$ cat config.mk
export PLATFORM = sky130hd
export DESIGN_NAME = dialed_digit_collector
export DESIGN_NICKNAME = d
export VERILOG_FILES = /design/src/rtl/ddc_pkg.sv /design/src/rtl/ddc_front.sv /design/src/rtl/ddc_fifo.sv /design/src/rtl/ddc_back.sv /design/src/rtl/dialed_digit_collector.sv
export SDC_FILE = /design/constraint.sdc
export NUM_CORES = 1
export LEC_CHECK = 0
export BUFFER_PORTS_ARGS = -buffer_cell sky130_fd_sc_hd__buf_4
export CORE_AREA = 2 2 169 171
export DETAILED_ROUTE_END_ITERATION = 6
export DIE_AREA = 0 0 171 173
export SYNTH_ARGS = -nofsm -noshare
export SYNTH_HDL_FRONTEND = slang
export SYNTH_SLANG_ARGS = --single-unit
export TNS_END_PERCENT = 5
$ cat constraint.sdc
create_clock -name clk -period 6.6 [get_ports clk]
set_clock_uncertainty 0.2 [all_clocks]
set_input_delay 1.32 -clock clk [delete_from_list [all_inputs] [get_ports clk]]
set_output_delay 1.32 -clock clk [all_outputs]
set_load 0.05 [all_outputs]
$ cat src/rtl/ddc_pkg.sv
// ----------------------------------------------------------------------------
// ddc_pkg
// Types and constants shared by the dialed digit collector modules.
// ----------------------------------------------------------------------------
`default_nettype none

package ddc_pkg;

	// field widths
	localparam int CNT_W     = 6;
	localparam int NUM_W     = 24;
	localparam int CODE_W    = 7;
	localparam int DIGIT_W   = 4;
	localparam int CFG_W     = 24;
	localparam int CFG_IDX_W = 2;

	// digit codes
	localparam logic [DIGIT_W-1:0] CODE_ONE  = 4'd1;
	localparam logic [DIGIT_W-1:0] CODE_ZERO = 4'd10;
	localparam logic [DIGIT_W-1:0] CODE_STAR = 4'd11;
	localparam logic [DIGIT_W-1:0] CODE_HASH = 4'd12;

	// request kinds
	localparam logic KIND_ADD   = 1'b0;
	localparam logic KIND_CLEAR = 1'b1;

	// outcomes
	localparam logic [1:0] OUT_OK       = 2'd0;
	localparam logic [1:0] OUT_COMPLETE = 2'd1;
	localparam logic [1:0] OUT_ILLEGAL  = 2'd2;
	localparam logic [1:0] OUT_OVERFLOW = 2'd3;

	// configuration register indexes
	localparam logic [CFG_IDX_W-1:0] REG_DN_MIN = 2'd0;
	localparam logic [CFG_IDX_W-1:0] REG_DN_MAX = 2'd1;
	localparam logic [CFG_IDX_W-1:0] REG_SC_MIN = 2'd2;
	localparam logic [CFG_IDX_W-1:0] REG_SC_MAX = 2'd3;

	// configuration reset values
	localparam logic [NUM_W-1:0]  DN_MIN_RST = 24'd0;
	localparam logic [NUM_W-1:0]  DN_MAX_RST = 24'd9999999;
	localparam logic [CODE_W-1:0] SC_MIN_RST = 7'd0;
	localparam logic [CODE_W-1:0] SC_MAX_RST = 7'd99;

	// queue between front and back
	localparam int FIFO_DEPTH = 2;
	localparam int FIFO_PTR_W = 1;
	localparam int FIFO_CNT_W = 2;

	typedef struct packed {
		logic               kind;
		logic [DIGIT_W-1:0] digit_code;
	} ddc_in_t;

	typedef struct packed {
		logic [1:0]        outcome;
		logic [CNT_W-1:0]  digit_count;
		logic              address_complete;
		logic              number_valid;
		logic [NUM_W-1:0]  number_value;
		logic              code_valid;
		logic [CODE_W-1:0] code_value;
	} ddc_out_t;

	// classified request, handed from front to back
	typedef struct packed {
		logic [1:0]        outcome;
		logic [CNT_W-1:0]  digit_count;
		logic              address_complete;
		logic              number_ok;
		logic [NUM_W-1:0]  number_accum;
		logic              code_ok;
		logic [CODE_W-1:0] code_accum;
	} ddc_rec_t;

endpackage

`default_nettype wire

$ cat src/rtl/ddc_front.sv
// ----------------------------------------------------------------------------
// ddc_front
// Accepts digit requests, updates the collection state and classifies them.
// ----------------------------------------------------------------------------
`default_nettype none

module ddc_front #(
	parameter int MAX_DIGITS    = 32,
	parameter int NUMBER_DIGITS = 7,
	parameter int CODE_DIGITS   = 3
) (
	input  wire logic              clk,
	input  wire logic              arst_n,
	input  wire logic              accept,
	input  wire ddc_pkg::ddc_in_t  req,
	output ddc_pkg::ddc_rec_t      rec
);

	localparam logic [ddc_pkg::CNT_W-1:0] MAX_CNT  = ddc_pkg::CNT_W'(MAX_DIGITS);
	localparam logic [ddc_pkg::CNT_W-1:0] NUM_CNT  = ddc_pkg::CNT_W'(NUMBER_DIGITS);
	localparam logic [ddc_pkg::CNT_W-1:0] CODE_CNT = ddc_pkg::CNT_W'(CODE_DIGITS);

	logic [ddc_pkg::CNT_W-1:0]   cnt_q, cnt_n;
	logic [ddc_pkg::DIGIT_W-1:0] first_q, first_n;
	logic                        hash_q, hash_n;
	logic [ddc_pkg::NUM_W-1:0]   num_q, num_n;
	logic                        num_ok_q, num_ok_n;
	logic [ddc_pkg::CODE_W-1:0]  code_q, code_n;
	logic                        code_ok_q, code_ok_n;

	logic [1:0]                  outcome;
	logic                        is_dec;
	logic [ddc_pkg::DIGIT_W-1:0] dval;
	logic [ddc_pkg::DIGIT_W-1:0] d;
	logic [ddc_pkg::CNT_W-1:0]   size;
	logic                        complete;

	assign d      = req.digit_code;
	assign is_dec = (d >= ddc_pkg::CODE_ONE) && (d <= ddc_pkg::CODE_ZERO);
	assign dval   = (d == ddc_pkg::CODE_ZERO) ? '0 : d;

	always_comb begin
		cnt_n     = cnt_q;
		first_n   = first_q;
		hash_n    = hash_q;
		num_n     = num_q;
		num_ok_n  = num_ok_q;
		code_n    = code_q;
		code_ok_n = code_ok_q;
		outcome   = ddc_pkg::OUT_OK;
		if (req.kind == ddc_pkg::KIND_CLEAR) begin
			cnt_n     = '0;
			first_n   = '0;
			hash_n    = 1'b0;
			num_n     = '0;
			num_ok_n  = 1'b1;
			code_n    = '0;
			code_ok_n = 1'b1;
		end else if (hash_q) begin
			outcome = ddc_pkg::OUT_COMPLETE;
		end else if (d < ddc_pkg::CODE_ONE || d > ddc_pkg::CODE_HASH) begin
			outcome = ddc_pkg::OUT_ILLEGAL;
		end else if (cnt_q >= MAX_CNT) begin
			outcome = ddc_pkg::OUT_OVERFLOW;
		end else begin
			if (cnt_q == '0) begin
				first_n = d;
			end
			if (cnt_q < NUM_CNT) begin
				if (is_dec) begin
					// times ten as two shifts and an add
					num_n = {num_q[ddc_pkg::NUM_W-4:0], 3'b000}
						+ {num_q[ddc_pkg::NUM_W-2:0], 1'b0}
						+ ddc_pkg::NUM_W'(dval);
				end else begin
					num_ok_n = 1'b0;
				end
			end
			if (cnt_q == '0) begin
				if (d != ddc_pkg::CODE_STAR) begin
					code_ok_n = 1'b0;
				end
			end else if (cnt_q < CODE_CNT) begin
				if (is_dec) begin
					code_n = {code_q[ddc_pkg::CODE_W-4:0], 3'b000}
						+ {code_q[ddc_pkg::CODE_W-2:0], 1'b0}
						+ ddc_pkg::CODE_W'(dval);
				end else begin
					code_ok_n = 1'b0;
				end
			end
			cnt_n = cnt_q + ddc_pkg::CNT_W'(1);
			if (d == ddc_pkg::CODE_HASH) begin
				hash_n  = 1'b1;
				outcome = ddc_pkg::OUT_COMPLETE;
			end
		end
	end

	// a trailing hash is not counted
	assign size = cnt_n - ddc_pkg::CNT_W'(hash_n);

	always_comb begin
		if (cnt_n == '0) begin
			complete = 1'b0;
		end else if (hash_n) begin
			complete = 1'b1;
		end else if (first_n == ddc_pkg::CODE_STAR) begin
			complete = size >= CODE_CNT;
		end else if (first_n == ddc_pkg::CODE_ZERO || first_n == ddc_pkg::CODE_ONE
			|| first_n == '0 || first_n == ddc_pkg::CODE_HASH) begin
			complete = 1'b1;
		end else begin
			complete = size >= NUM_CNT;
		end
	end

	always_comb begin
		rec.outcome          = outcome;
		rec.digit_count      = size;
		rec.address_complete = complete;
		rec.number_ok        = (size == NUM_CNT) && num_ok_n;
		rec.number_accum     = num_n;
		rec.code_ok          = (size == CODE_CNT) && code_ok_n;
		rec.code_accum       = code_n;
	end

	always_ff @(posedge clk or negedge arst_n) begin
		if (!arst_n) begin
			cnt_q     <= '0;
			first_q   <= '0;
			hash_q    <= 1'b0;
			num_q     <= '0;
			num_ok_q  <= 1'b1;
			code_q    <= '0;
			code_ok_q <= 1'b1;
		end else if (accept) begin
			cnt_q     <= cnt_n;
			first_q   <= first_n;
			hash_q    <= hash_n;
			num_q     <= num_n;
			num_ok_q  <= num_ok_n;
			code_q    <= code_n;
			code_ok_q <= code_ok_n;
		end
	end

endmodule

`default_nettype wire

$ cat src/rtl/ddc_fifo.sv
// ----------------------------------------------------------------------------
// ddc_fifo
// Short queue of classified requests between front and back.
// ----------------------------------------------------------------------------
`default_nettype none

module ddc_fifo (
	input  wire logic               clk,
	input  wire logic               arst_n,
	input  wire logic               wr_en,
	input  wire ddc_pkg::ddc_rec_t  wr_data,
	input  wire logic               rd_en,
	output ddc_pkg::ddc_rec_t       rd_data,
	output logic                    full,
	output logic                    avail
);

	ddc_pkg::ddc_rec_t                mem_q [ddc_pkg::FIFO_DEPTH];
	logic [ddc_pkg::FIFO_PTR_W-1:0]   wr_ptr_q;
	logic [ddc_pkg::FIFO_PTR_W-1:0]   rd_ptr_q;
	logic [ddc_pkg::FIFO_CNT_W-1:0]   cnt_q;

	assign full    = cnt_q == ddc_pkg::FIFO_CNT_W'(ddc_pkg::FIFO_DEPTH);
	assign avail   = cnt_q != '0;
	assign rd_data = mem_q[rd_ptr_q];

	always_ff @(posedge clk) begin
		if (wr_en) begin
			mem_q[wr_ptr_q] <= wr_data;
		end
	end

	always_ff @(posedge clk or negedge arst_n) begin
		if (!arst_n) begin
			wr_ptr_q <= '0;
			rd_ptr_q <= '0;
			cnt_q    <= '0;
		end else begin
			if (wr_en) begin
				wr_ptr_q <= wr_ptr_q + ddc_pkg::FIFO_PTR_W'(1);
			end
			if (rd_en) begin
				rd_ptr_q <= rd_ptr_q + ddc_pkg::FIFO_PTR_W'(1);
			end
			case ({wr_en, rd_en})
				2'b10: cnt_q <= cnt_q + ddc_pkg::FIFO_CNT_W'(1);
				2'b01: cnt_q <= cnt_q - ddc_pkg::FIFO_CNT_W'(1);
				default: cnt_q <= cnt_q;
			endcase
		end
	end

endmodule

`default_nettype wire

$ cat src/rtl/ddc_back.sv
// ----------------------------------------------------------------------------
// ddc_back
// Holds the range registers, checks decoded values and registers the result.
// ----------------------------------------------------------------------------
`default_nettype none

module ddc_back (
	input  wire logic                              clk,
	input  wire logic                              arst_n,
	input  wire logic                              cfg_we,
	input  wire logic [ddc_pkg::CFG_IDX_W-1:0]     cfg_index,
	input  wire logic [ddc_pkg::CFG_W-1:0]         cfg_data,
	input  wire logic                              rec_avail,
	input  wire ddc_pkg::ddc_rec_t                 rec,
	output logic                                   rec_take,
	input  wire logic                              pop,
	output logic                                   empty,
	output ddc_pkg::ddc_out_t                      result
);

	logic [ddc_pkg::NUM_W-1:0]  dn_min_q, dn_max_q;
	logic [ddc_pkg::CODE_W-1:0] sc_min_q, sc_max_q;
	logic                       out_valid_q;
	ddc_pkg::ddc_out_t          out_q;
	ddc_pkg::ddc_out_t          res;
	logic                       nvalid, cvalid;

	always_ff @(posedge clk or negedge arst_n) begin
		if (!arst_n) begin
			dn_min_q <= ddc_pkg::DN_MIN_RST;
			dn_max_q <= ddc_pkg::DN_MAX_RST;
			sc_min_q <= ddc_pkg::SC_MIN_RST;
			sc_max_q <= ddc_pkg::SC_MAX_RST;
		end else if (cfg_we) begin
			case (cfg_index)
				ddc_pkg::REG_DN_MIN: dn_min_q <= cfg_data[ddc_pkg::NUM_W-1:0];
				ddc_pkg::REG_DN_MAX: dn_max_q <= cfg_data[ddc_pkg::NUM_W-1:0];
				ddc_pkg::REG_SC_MIN: sc_min_q <= cfg_data[ddc_pkg::CODE_W-1:0];
				ddc_pkg::REG_SC_MAX: sc_max_q <= cfg_data[ddc_pkg::CODE_W-1:0];
				default: ;
			endcase
		end
	end

	assign nvalid = rec.number_ok && rec.number_accum >= dn_min_q
		&& rec.number_accum <= dn_max_q;
	assign cvalid = rec.code_ok && rec.code_accum >= sc_min_q
		&& rec.code_accum <= sc_max_q;

	always_comb begin
		res.outcome          = rec.outcome;
		res.digit_count      = rec.digit_count;
		res.address_complete = rec.address_complete;
		res.number_valid     = nvalid;
		res.number_value     = nvalid ? rec.number_accum : '0;
		res.code_valid       = cvalid;
		res.code_value       = cvalid ? rec.code_accum : '0;
	end

	// refill the output register when it is free or being drained
	assign rec_take = rec_avail && (!out_valid_q || pop);
	assign empty    = !out_valid_q;
	assign result   = out_q;

	always_ff @(posedge clk) begin
		if (rec_take) begin
			out_q <= res;
		end
	end

	always_ff @(posedge clk or negedge arst_n) begin
		if (!arst_n) begin
			out_valid_q <= 1'b0;
		end else if (rec_take) begin
			out_valid_q <= 1'b1;
		end else if (pop) begin
			out_valid_q <= 1'b0;
		end
	end

endmodule

`default_nettype wire

$ cat src/rtl/dialed_digit_collector.sv
// flow: an accepted request is written into the queue, and the back then moves
//   it into the output register when that register is free or being drained
// throughput: one request per cycle while the queue is not full; the front
//   computes the next digit state and the back checks ranges combinationally
// reset: arst_n clears the digit state, the queue and the output valid flag,
//   and loads the range registers with their default bounds
// ----------------------------------------------------------------------------
// dialed_digit_collector
// Collects dialed telephone digits and reports per-digit outcome, digit
// count, address completeness and decoded directory number / service code.
// ----------------------------------------------------------------------------
`default_nettype none

module dialed_digit_collector #(
	parameter int MAX_DIGITS    = 32,
	parameter int NUMBER_DIGITS = 7,
	parameter int CODE_DIGITS   = 3
) (
	input  wire logic                          clk,
	input  wire logic                          arst_n,
	// request side
	input  wire logic                          push,
	output logic                               full,
	input  wire ddc_pkg::ddc_in_t              digit_req,
	// result side
	output logic                               empty,
	input  wire logic                          pop,
	output ddc_pkg::ddc_out_t                  result,
	// range registers
	input  wire logic                          cfg_we,
	input  wire logic [ddc_pkg::CFG_IDX_W-1:0] cfg_index,
	input  wire logic [ddc_pkg::CFG_W-1:0]     cfg_data
);

	logic              accept;
	ddc_pkg::ddc_rec_t front_rec;
	ddc_pkg::ddc_rec_t head_rec;
	logic              head_avail;
	logic              head_take;

	// a request is taken whenever the queue has room
	assign accept = push && !full;

	// front: digit state, outcome and completeness
	ddc_front #(
		.MAX_DIGITS    (MAX_DIGITS),
		.NUMBER_DIGITS (NUMBER_DIGITS),
		.CODE_DIGITS   (CODE_DIGITS)
	) u_front (
		.clk    (clk),
		.arst_n (arst_n),
		.accept (accept),
		.req    (digit_req),
		.rec    (front_rec)
	);

	// decouples front from a stalled result side
	ddc_fifo u_fifo (
		.clk     (clk),
		.arst_n  (arst_n),
		.wr_en   (accept),
		.wr_data (front_rec),
		.rd_en   (head_take),
		.rd_data (head_rec),
		.full    (full),
		.avail   (head_avail)
	);

	// back: range checks against the bound registers, output register
	ddc_back u_back (
		.clk       (clk),
		.arst_n    (arst_n),
		.cfg_we    (cfg_we),
		.cfg_index (cfg_index),
		.cfg_data  (cfg_data),
		.rec_avail (head_avail),
		.rec       (head_rec),
		.rec_take  (head_take),
		.pop       (pop),
		.empty     (empty),
		.result    (result)
	);

endmodule

`default_nettype wire

After elaboration in Yosys (flattened, before gate mapping)
Memory sizes are Yosys's and may differ from the RTL's.
Index checks and enable logic that the tools add are counted.
{ "totals": {"ff_bits": 153, "latch_bits": 0, "ram_bits": 84, "mem_bits_ro": 0, "output_inout_bits": 44, "wordCells": 144, "n_memories": 1} }
{ "classes": {"addsub": 10, "n_mul": 0, "div": 0, "magnitude_cmp": 13, "eq_ne": 15, "shift": 0, "mux": 56, "bitwise": 0, "reduce_logical": 27} }
{ "memory_table": {"columns": ["name", "words", "width", "read_ports", "rd_ports_with_merged_regs", "wr", "line_no", "source"], "rows": [
  ["u_fifo.mem_q", 2, 42, 1, 0, 1, "ddc_fifo.sv:18", "ddc_pkg::ddc_rec_t mem_q [ddc_pkg::FIFO_DEPTH];"]
]} }
{ "op_table": {"columns": ["operator", "n"], "rows": [
  ["$mux W24", 6],
  ["$mux W7", 7],
  ["$mux W1", 28],
  ["$add A24 B24 Y24", 1],
  ["$add A24 B4 Y24", 1],
  ["$ge A24 B24 Y1", 1],
  ["$le A24 B24 Y1", 1],
  ["$mux W4", 6],
  ["$mux W6", 4],
  ["$eq A4 B4 Y1 const B", 5],
  ["$logic_not A6 Y1", 2],
  ["$logic_and A1 B1 Y1", 9],
  ["$eq A2 B2 Y1 const B", 4],
  ["$mux W2", 4],
  ["$reduce_and A2 Y1", 4],
  ["$add A7 B4 Y7", 1],
  ["$add A7 B7 Y7", 1],
  ["$ge A7 B7 Y1", 1],
  ["$le A7 B7 Y1", 1],
  ["$add A6 B1 Y6 const B", 1],
  ["$eq A6 B2 Y1 const B", 1],
  ["$eq A6 B3 Y1 const B", 1],
  ["$ge A6 B2 Y1 const B", 1],
  ["$ge A6 B3 Y1 const B", 1],
  ["20 further kinds", 29]
]} }

Longest topological paths before layout
{ "depth": {"word_depth": 14, "mapped_depth": 15, "ltp_nobuf": 14} }

Cells and area by module
A second synthesis with hierarchy kept.
{ "hier_totals": {"hier_cells": 1149, "area_unflattened_um2": 13257.7} }
{ "modules_own_cells": {"columns": ["module", "instances", "cells_each", "area_each_um2"], "rows": [
  ["ddc_back", 1, 485, 5460.2],
  ["ddc_front", 1, 516, 4364.2],
  ["ddc_fifo", 1, 147, 3419.5],
  ["dialed_digit_collector", 1, 1, 13.8]
]} }

Worst setup path after synthesis
No wires, ideal clock.
{ "synth_timing": {"path_type": "in2reg", "start": "input digit_req[3] in the netlist's numbering", "end": "memory u_fifo.mem_q[0][30] in the netlist's numbering, data pin", "t_arrival_ns": 4.287, "t_required_ns": 6.216, "path_slack_ns": 1.930, "path_stages": 13, "path_cell_list": "clkbuf_1 a21boi_0 xor2_1 ha_1 fa_1 a21oi_1 o21ai_0 a21oi_1 o21ai_0 a31oi_1 a21oi_1 xnor2_1 a211oi_1"} }
{ "synth_rtl": {"columns": ["element", "line_no", "source"], "rows": [
  ["from (decl)", "dialed_digit_collector.sv:24", "input wire ddc_pkg::ddc_in_t digit_req,"],
  ["to (decl)", "ddc_fifo.sv:18", null]
]} }

==> reports/qor.yml <==
route:
  drt_wl_total_um: 27700
  drc: 0
  drt-initial-drc-count: 549
  drtPass1Iterations: 5
  ant_nets: 0
  num_vias: 8666
  wire_per_inst_um: 17.0
  vias_per_cell: 5.32
sta:
  post-route-period-util_pct: 72.1
  rsz0062_at_grt: "no"
  slew_headroom_pct: 41.8
  fmax_ghz: 0.210
  fin_ws_ps: 1840
  setup_viol: 0
  fin_setup_tns_ps: 0
  maxSlewViolCount: 0
  period_needed_ps: 4760
  hold_viol_final: 0
  tightest_slew_ps: 873
  hold_slack_ps: 259
floorplan:
  initial_core_util_pct: 47.4
  num_io_pins: 80
  dieArea_um2: 29600
  core-area_um2: 27600
  die_w_um: 171
  rows: 61
  fp.dieH_um: 173
final_layout:
  fin_nets: 1386
  final_util_pct: 54.1
  finish.cell_count_without_fillers: 1629
  area_delta_synth_final_pct: 14.3
  drive_gt1_share_pct: 20.5
  diodes: 0
placement:
  gp_congestion: 0.829
  portBuffers: 79
  place_ws_ps: 1330
  post-dp-hpwl_um: 19300
  dp.cells: 1577
power:
  p_leak_uw: 0.00665
  comb_power_share_pct: 43.6
  max-vdd-ir-drop_v: 0.000211
  seqPwrFrac_pct: 34.8
  p_sw_share_pct: 39.4
  p_int_uw: 4220
  p_clk_share_pct: 21.5
  power.switching_uw: 2740
  power_density_nw_per_um2: 465
worst_setup_path:
  endpoint_kind: "flop"
  path_buf_inv: 1
  critPathRequiredTime_ps: 6660
  setup.worst_path.class: "primary input to flop"
  cp-start-kind: "primary input"
  critPathMostFrequentCell: "o21ai_0"
  crit_chain: "buf_4 -> nor2_1 -> a21boi_0 -> xor2_1 -> ha_1 -> fa_1 -> a21oi_1 -> o21ai_0 -> a21oi_1 -> o21ai_0 -> nor2b_1 -> a31oi_1 -> xor2_1 -> o21ai_0"
  critical-path-top-delay-family: "compound AO/OA/AOI/OAI gates"
  crit_fanout: 10
  slowest_delay_ps: 560
  crit_arrival_ps: 4820
  slowest_stage: "a21boi_0"
global_routing:
  grt_max_degree: 79
  track_usage_pct: 19.2
  grt_pass1_wl_um: 45700
  grt_pass1_vias: 8643
  antenna_found_initial: 0
  overflow: 0
yosys:
  synth_edf_count: 126
  synth_ff_type: "edfxtp_1"
  asyncSetResetFlopFracSynth_pct: 46.8
  synth_seq_cells: 237
  ys_seq_area_share_pct: 50.3
  yosysUniqueCellTypes: 76
  syn_area_um2: 13100
  syn-instance-count: 1159
  yosysWarnings: 0
  synth.net_count: 1316
  syn_avg_cell_area_um2: 11.3
cts:
  clk_latency_ps: 550
  cts_hold_buf: 0
  clock_sinks: 237
  ctsHtreeMaxLevel: 1
  cts_tree: "built"
  clk_pin_slew_ps: 60
  cts_inserted_buffers: 28
  post_cts_buffers: 0
  clockBufferDepth: 3
  cts_resized: 0
  cts_root_buf: "clkbuf_16"
worst_hold_path:
  hold_path_class: "flop to flop"
status:
  status: "finished, final reports clean"
flow_run:
  max-cap-violations: 0
-- tightest hold or removal path, delay by kind of cell, from the launching register on --
family | cells | cell delay [ps]
AND/OR/NAND/NOR | 2 | 90
flip-flops | 1 | 370
-- cells by family after synthesis --
family	after synthesis	synth area share (%)
buffers and inverters	135	4.15
AOI/OAI and AO/OA	228	11.2
xor gates and xnor gates	42	2.93
DFF	237	50.3
and+or+nand+nor	306	12.1
adders and majority gates	121	11.7
muxes	90	7.63
-- synth_stat cells, types with 5 or more instances --
master / count / share of area (%)
nor3_1: 15 / 0.57
o31ai_1: 9 / 0.52
a21boi_0: 7 / 0.40
xor2_1: 13 / 0.87
edfxtp_1: 126 / 29
mux2i_1: 12 / 0.92
nand3_1: 9 / 0.34
nand4_1: 13 / 0.62
a21oi_1: 52 / 2.0
xnor2_1: 27 / 1.8
a211oi_1: 6 / 0.34
inv_1: 84 / 2.4
dfstp_2: 20 / 4.0
dfrtp_1: 91 / 17
ha_1: 119 / 11
mux2_2: 78 / 6.7
and2_1: 28 / 1.3
buf_2: 14 / 0.54
nand2_1: 119 / 3.4
clkbuf_1: 29 / 0.83
nor2_1: 48 / 1.4
o21ai_0: 67 / 2.6
a22oi_1: 9 / 0.52
a21o_1: 30 / 1.7
nand4b_1: 5 / 0.33
nor2b_1: 15 / 0.72
nand2b_1: 9 / 0.43
-- cell usage in the layout (no fill, tap or decap), drive strengths merged, types with 12 or more instances in the layout --
master,n
and2,28
nand4,14
a21oi,52
ha,119
inv,85
xnor2,29
mux2i,12
xor2,13
dfrtp,91
dfstp,20
mux2,78
nand2,121
clkbuf,42
nor2,49
nor3,17
nor2b,15
edfxtp,126
o21ai,69
buf,90
a21o,30
-- flip-flops by register name, summed over array words and instances (netlist names), 2 cells and up --
register and flops:
u_front.code_q 7, u_front.first_q 4, u_back.sc_max_q 7, u_front.cnt_q 6
u_fifo.cnt_q 2, u_back.result 42, u_back.dn_max_q 24, u_back.dn_min_q 24
u_back.sc_min_q 7, u_front.num_q 24, u_fifo.mem_q 84
-- layer usage --
metal  track usage [%]  vias up  share of wire [%]
met2              30.0      150                 45
met4              4.34        0                1.7
li1                  -     4309                  -
met3              2.68       37                4.0
met1              28.4     4170                 49
met5                 0        -                  0
-- worst paths after layout --
path                                    from  cells past startpoint  slack (ps)                   to
max                             digit_req[2]                     14        1840  u_fifo.mem_q[1][24]
min reg2reg                u_front.code_ok_q                      2         260    u_front.code_ok_q
min                        u_front.code_ok_q                      2         260    u_front.code_ok_q
min in group asynchronous             arst_n                      1         680  u_back.dn_min_q[17]
max in group asynchronous             arst_n                      2        4310      u_fifo.rd_ptr_q
max reg2reg                  u_fifo.rd_ptr_q                     11        2580    u_back.result[24]
-- area by class of cell --
class / count / area (um2)
tap: 378 / 473
inverter: 85 / 319
multi-input combinational: 787 / 5980
sequential: 237 / 6590
clock inverter: 10 / 100
fill: 2410 / 12700
timing repair buffer: 90 / 676
clock buffer: 42 / 813
-- metrics by stage --
stage / area, um2 / total power [uW]
6_report: 15000 / 6950
5_1_grt: 15000 / 7460
3_3_place_gp: 14000 / 5450
4_1_cts: 15000 / 7020
2_1_floorplan: 13100 / 4660
3_5_place_dp: 14000 / 5490
-- power groups by stage --
stage | clock network, uW | logic [uW] | registers (uW)
after floorplan | 0 | 1870 | 2790
after global placement | 0 | 3020 | 2440
after detailed placement | 0 | 3040 | 2450
after CTS | 1540 | 3060 | 2420
after global routing | 1600 | 3380 | 2480
final | 1500 | 3030 | 2420
(Power assumes the default switching activity.)
